## config.mk

```make
export PLATFORM = sky130hd
export DESIGN_NAME = mphi_mod
export DESIGN_NICKNAME = d
export VERILOG_FILES = /design/src/sv/mphi_pkg.sv /design/src/sv/mphi_mod.sv
export SDC_FILE = /design/constraint.sdc
export NUM_CORES = 1
export LEC_CHECK = 0
export BUFFER_PORTS_ARGS = -buffer_cell sky130_fd_sc_hd__buf_2
export CORE_UTILIZATION = 50
export CTS_BUF_LIST = sky130_fd_sc_hd__clkbuf_16
export CTS_CLUSTER_DIAMETER = 200
export DETAILED_ROUTE_END_ITERATION = 12
export PLACE_DENSITY = 0.72
export SETUP_SLACK_MARGIN = 0.3
export SLEW_MARGIN = 25
export SYNTH_ARGS = -nofsm -noshare
export SYNTH_HDL_FRONTEND = slang
export SYNTH_SLANG_ARGS = --single-unit
export TNS_END_PERCENT = 5
```

## constraint.sdc

```tcl
create_clock -name clock -period 2.9 [get_ports clock]
set_input_delay 0.29 -clock clock [delete_from_list [all_inputs] [get_ports clock]]
set_output_delay 0.29 -clock clock [all_outputs]
set_load 0.05 [all_outputs]
```

## src/sv/mphi_pkg.sv

```systemverilog
package mphi_pkg;

   localparam int MAX_ORDER_DEF = 4;
   localparam int VOCAB_DEF     = 4096;
   localparam int G_ENTRIES_DEF = 65536;

   localparam int FUNC_W    = 2;
   localparam int LEVEL_W   = 2;
   localparam int ADDR_W    = 16;
   localparam int VALUE_W   = 31;
   localparam int WORD_W    = 12;
   localparam int SLOT_W    = 16;
   localparam int DEPTH_W   = 3;
   localparam int LEN_W     = 17;
   localparam int REQ_DATA_W = 64;

   localparam int LEVEL_LSB = 0;
   localparam int ADDR_LSB  = LEVEL_LSB + LEVEL_W;
   localparam int VALUE_LSB = ADDR_LSB + ADDR_W;
   localparam int WORD_LSB  = VALUE_LSB + VALUE_W;

   localparam int SLOT_LIMIT = 65536;

   localparam logic [DEPTH_W-1:0] DEPTH_RESET  = 3'd3;
   localparam logic [LEN_W-1:0]   GLEN_RESET   = 17'd65536;
   localparam logic [LEN_W-1:0]   SCOUNT_RESET = 17'd32768;

   localparam int CSR_INDEX_W = 2;
   localparam logic [CSR_INDEX_W-1:0] CSR_DEPTH_IN_USE = 2'd0;
   localparam logic [CSR_INDEX_W-1:0] CSR_G_LENGTH     = 2'd1;
   localparam logic [CSR_INDEX_W-1:0] CSR_SAMPLE_COUNT = 2'd2;

   typedef enum logic [FUNC_W-1:0] {
      FUNC_WR_FIRST  = 2'd0,
      FUNC_WR_SECOND = 2'd1,
      FUNC_WR_G      = 2'd2,
      FUNC_KEY_WORD  = 2'd3
   } func_type;

endpackage

```

## src/sv/mphi_mod.sv

```systemverilog
module mphi_mod #(
   parameter int DW = 33
) (
   input  logic                        clock,
   input  logic                        reset,
   input  logic                        start,
   input  logic [DW-1:0]               dividend,
   input  logic [mphi_pkg::LEN_W-1:0]  divisor,
   output logic                        done,
   output logic [mphi_pkg::LEN_W-1:0]  remainder
);

   localparam int CW = $clog2(DW + 1);

   logic [DW-1:0]              dvd_ff, dvd_in;
   logic [mphi_pkg::LEN_W-1:0] dsr_ff, dsr_in;
   logic [mphi_pkg::LEN_W-1:0] rem_ff, rem_in;
   logic [CW-1:0]              cnt_ff, cnt_in;
   logic                       busy_ff, busy_in;
   logic                       done_ff, done_in;
   logic [mphi_pkg::LEN_W:0]   trial;

   always_comb begin
      dvd_in  = dvd_ff;
      dsr_in  = dsr_ff;
      rem_in  = rem_ff;
      cnt_in  = cnt_ff;
      busy_in = busy_ff;
      done_in = 1'b0;
      trial   = {rem_ff, dvd_ff[DW-1]};
      if (start) begin
         dvd_in  = dividend;
         dsr_in  = divisor;
         rem_in  = '0;
         cnt_in  = CW'(DW);
         busy_in = 1'b1;
      end else if (busy_ff) begin
         dvd_in = {dvd_ff[DW-2:0], 1'b0};
         if (trial >= {1'b0, dsr_ff}) begin
            rem_in = mphi_pkg::LEN_W'(trial - {1'b0, dsr_ff});
         end else begin
            rem_in = mphi_pkg::LEN_W'(trial);
         end
         cnt_in = cnt_ff - CW'(1);
         if (cnt_ff == CW'(1)) begin
            busy_in = 1'b0;
            done_in = 1'b1;
         end
      end
   end

   always_ff @(posedge clock) begin
      if (reset) begin
         busy_ff <= 1'b0;
         done_ff <= 1'b0;
         cnt_ff  <= '0;
      end else begin
         busy_ff <= busy_in;
         done_ff <= done_in;
         cnt_ff  <= cnt_in;
      end
      dvd_ff <= dvd_in;
      dsr_ff <= dsr_in;
      rem_ff <= rem_in;
   end

   assign done      = done_ff;
   assign remainder = rem_ff;

endmodule

```

==> run_results.csv <==
group,metric,value,unit
status,run_status,"complete, no violations",
die,die_y,90.0,µm
critical_path,arrival,2.79,ns
synthesis,yosys_warnings,0,
layout,area_growth,20.1,%
sta,max_slew_margin,57.9,%
routing,avgRoutedWirePerCell,14.9,µm
synthesis,synth.area.mux_share,11.6,%
layout,final_cell_area,4650,µm²
critical_path,crit_type,"reg -> reg",
grt,grt_pass1_wl,12900,µm
layout,mostFrequentLayoutCells,"buf_2, edfxtp_1, mux2_2, nor2_1, dfxtp_1",
sta,slew_viol_final,0,
routing,ant_nets,0,
synthesis,synth.avg_cell_area,11.5,µm²
routing,vias,2810,
sta,worst_slew_pin_slew,0.631,ns
synthesis,ys.flop_type,"edfxtp_1",
die,die_width,90.0,µm
grt,overflow,0,
place,place_hpwl,5450,µm
routing,drtIter0Drc,198,
critical_path,end_kind,"flop",
critical_path,r2r_slack,0.36,ns
die,io_pins,71,
grt,antenna_found_initial,1,
critical_path,startpoint,"dvd_ff[32]",
routing,vias_per_cell,5.42,
synthesis,synth-edff-count,50,
grt,grt_max_degree,40,
synthesis,synthArstFlopShare,0,%
synthesis,synth_xor_area_share,3.84,%
clock_tree,ctsHoldBuffers,0,
synthesis,synth_nets,411,
clock_tree,numCtsBuffers,9,
sta,finClkSkew,0.00674,ns
die,core-area,7370,µm²
layout,fin_cells,518,
worst_hold_path,hold_class,"in -> reg",
critical_path,start_kind,"flop",
sta,tns,0,ns
synthesis,synth_compound_area_share,12.5,%
synthesis,syn_area,3870,µm²
place,port_buffers,70,
clock_tree,cts.sinks,75,
synthesis,yosys_register_bits,75,
die,num_rows,31,
clock_tree,clock_latency,0.34,ns
pwr,power_density,640,nW/µm²
synthesis,yosysUniqueCellTypes,47,
routing,drt-pass1-iter-count,4,
critical_path,r2r-start,"dvd_ff[32]",
clock_tree,cts_root_buf,"clkbuf_16",
pwr,power_leakage,0.00198,µW
routing,detail_route.wirelength,7710,µm
synthesis,syn_inst,338,
place,place_inst,497,
sta,rsz0062_at_grt,"true",
sta,max_freq,393,MHz
synthesis,synth_top_family_by_area,"compound AO/OA/AOI/OAI gates",
worst_hold_path,min_delay_path_depth,1,
critical_path,required,3.15,ns
worst_hold_path,hold_path_end,"dsr_ff[14]",
grt,grt_pass1_vias,2757,
pwr,peakVddDrop,0.000398,V
clock_tree,path_clk_slew,0.07,ns
clock_tree,tritoncts,"yes",
critical_path,r2r-end,"remainder[14]",
clock_tree,cts_max_path_buffers,2,
layout,layout_commonest_cell,"buf_2",
synthesis,synth-seq-area-share,51.7,%
clock_tree,cts_htree_levels,3,
layout,drive_gt1_share,32.5,%
sta,hold_viol_final,0,
place,place_congestion,0.860,
worst_hold_path,min-delay-start,"divisor[14]",
synthesis,synth_simple_gate_area_share,9.75,%
critical_path,reg2reg_depth,12,
sta,setup_violations,0,
critical_path,critPathMaxFanout,3,
sta,fin_crit_sh,87.7,%
die,dieArea,8110,µm²
routing,drc,0,
place,placed_area,4320,µm²
die,start_util,52.6,%
sta,post-route-min-period,2.54,ns
layout,diodes,0,
flow_run,drv_cap,0,
grt,grt_usage,20.3,%
synthesis,synthAdderAreaFrac,6.65,%
layout,nNetsFinal,487,
[state kept, by name, summed over array words and instances, names as in the netlist]
signal / cells
busy_ff: 1
cnt_ff: 6
done: 1
dsr_ff: 17
dvd_ff: 33
remainder: 17
[final cells by class]
class                   count  area [µm²]
multi-input cells         227        1750
repair buffers             77         403
flip-flops and latches     75        2000
fillers                   601        2720
clock buffers               9         225
well taps                  99         124
inverters                  24        90.1
clock inverters             7        62.6
[critical path, stage by stage (launching register included)]
cell and delay [ns]:
edfxtp_1 0.39, inv_1 0.07, ha_1 0.15, inv_1 0.05
fa_2 0.34, a21o_1 0.20, a221oi_4 0.27, buf_4 0.16
o21ai_1 0.09, a21oi_1 0.25, xnor2_1 0.15, mux2i_1 0.09
a211oi_1 0.24
[stage by stage]
step / setup WS, ns / utilization (%) / power, µW / hold WS (ns)
after floorplan: 0.341 / - / 1750 / 0.389
after global placement: 0.278 / 58.6 / 1880 / 0.466
after detailed placement: 0.160 / 58.6 / 1890 / 0.468
after CTS: 0.318 / 63.0 / 3000 / 0.111
after global routing: 0.143 / 63.1 / 3110 / 0.108
final: 0.356 / 63.1 / 2980 / 0.122
[synth_stat cells, types with 4 or more instances]
cell	instances	area, µm²
clkbuf_1	10	37.5
nor2_1	30	113
edfxtp_1	50	1500
mux2i_1	9	90.1
nor3_1	6	30.0
o21ai_1	10	50.1
inv_1	24	90.1
o21ai_0	6	30.0
xnor2_1	12	105
a21o_1	5	37.5
dfxtp_1	25	500
a32oi_1	4	35.0
ha_1	19	238
xor2_1	5	43.8
a211oi_1	12	90.1
a21oi_1	17	85.1
nand2_1	16	60.1
nand3_1	6	30.0
mux2_2	32	360
[metal layers]
| layer | vias up | GRT usage [%] | part of all wire, % |
|---|---|---|---|
| li1 | 1391 | - | - |
| met1 | 1315 | 25.4 | 43 |
| met2 | 90 | 31.8 | 47 |
| met3 | 12 | 8.46 | 8.2 |
| met4 | 2 | 6.85 | 1.4 |
| met5 | - | 0 | 0.13 |
[how the worst max path moves through the flow]
stage          slack (ns)  cells after the start             to
6_report             0.36                     12  remainder[14]
5_1_grt              0.14                     11   remainder[6]
4_1_cts              0.32                     11   remainder[4]
3_5_place_dp         0.16                     11   remainder[4]
3_3_place_gp         0.28                     11   remainder[8]
2_1_floorplan        0.34                      9  remainder[13]
[power by group]
group,internal (µW),switching [µW]
registers,1250,50.7
logic,250,339
clock network,602,484
[repair_timing]
action	4_1_cts	5_1_grt
resized for setup	1	1
buffers inserted	3	0
pin swaps	5	1
cloned	2	0
setup endpoints to repair	16	17
[cell families (layout without fill, tap and decap cells)]
logic type | after synthesis | after routing
AND/OR/NAND/NOR | 78 | 78
flip-flops | 75 | 75
AO/OA/AOI/OAI | 69 | 71
multiplexers | 41 | 41
buffers and inverters | 38 | 117
adder cells (fa/ha/maj) | 20 | 20
XOR/XNOR | 17 | 17
No activity file was read; power rests on OpenSTA's default activity.
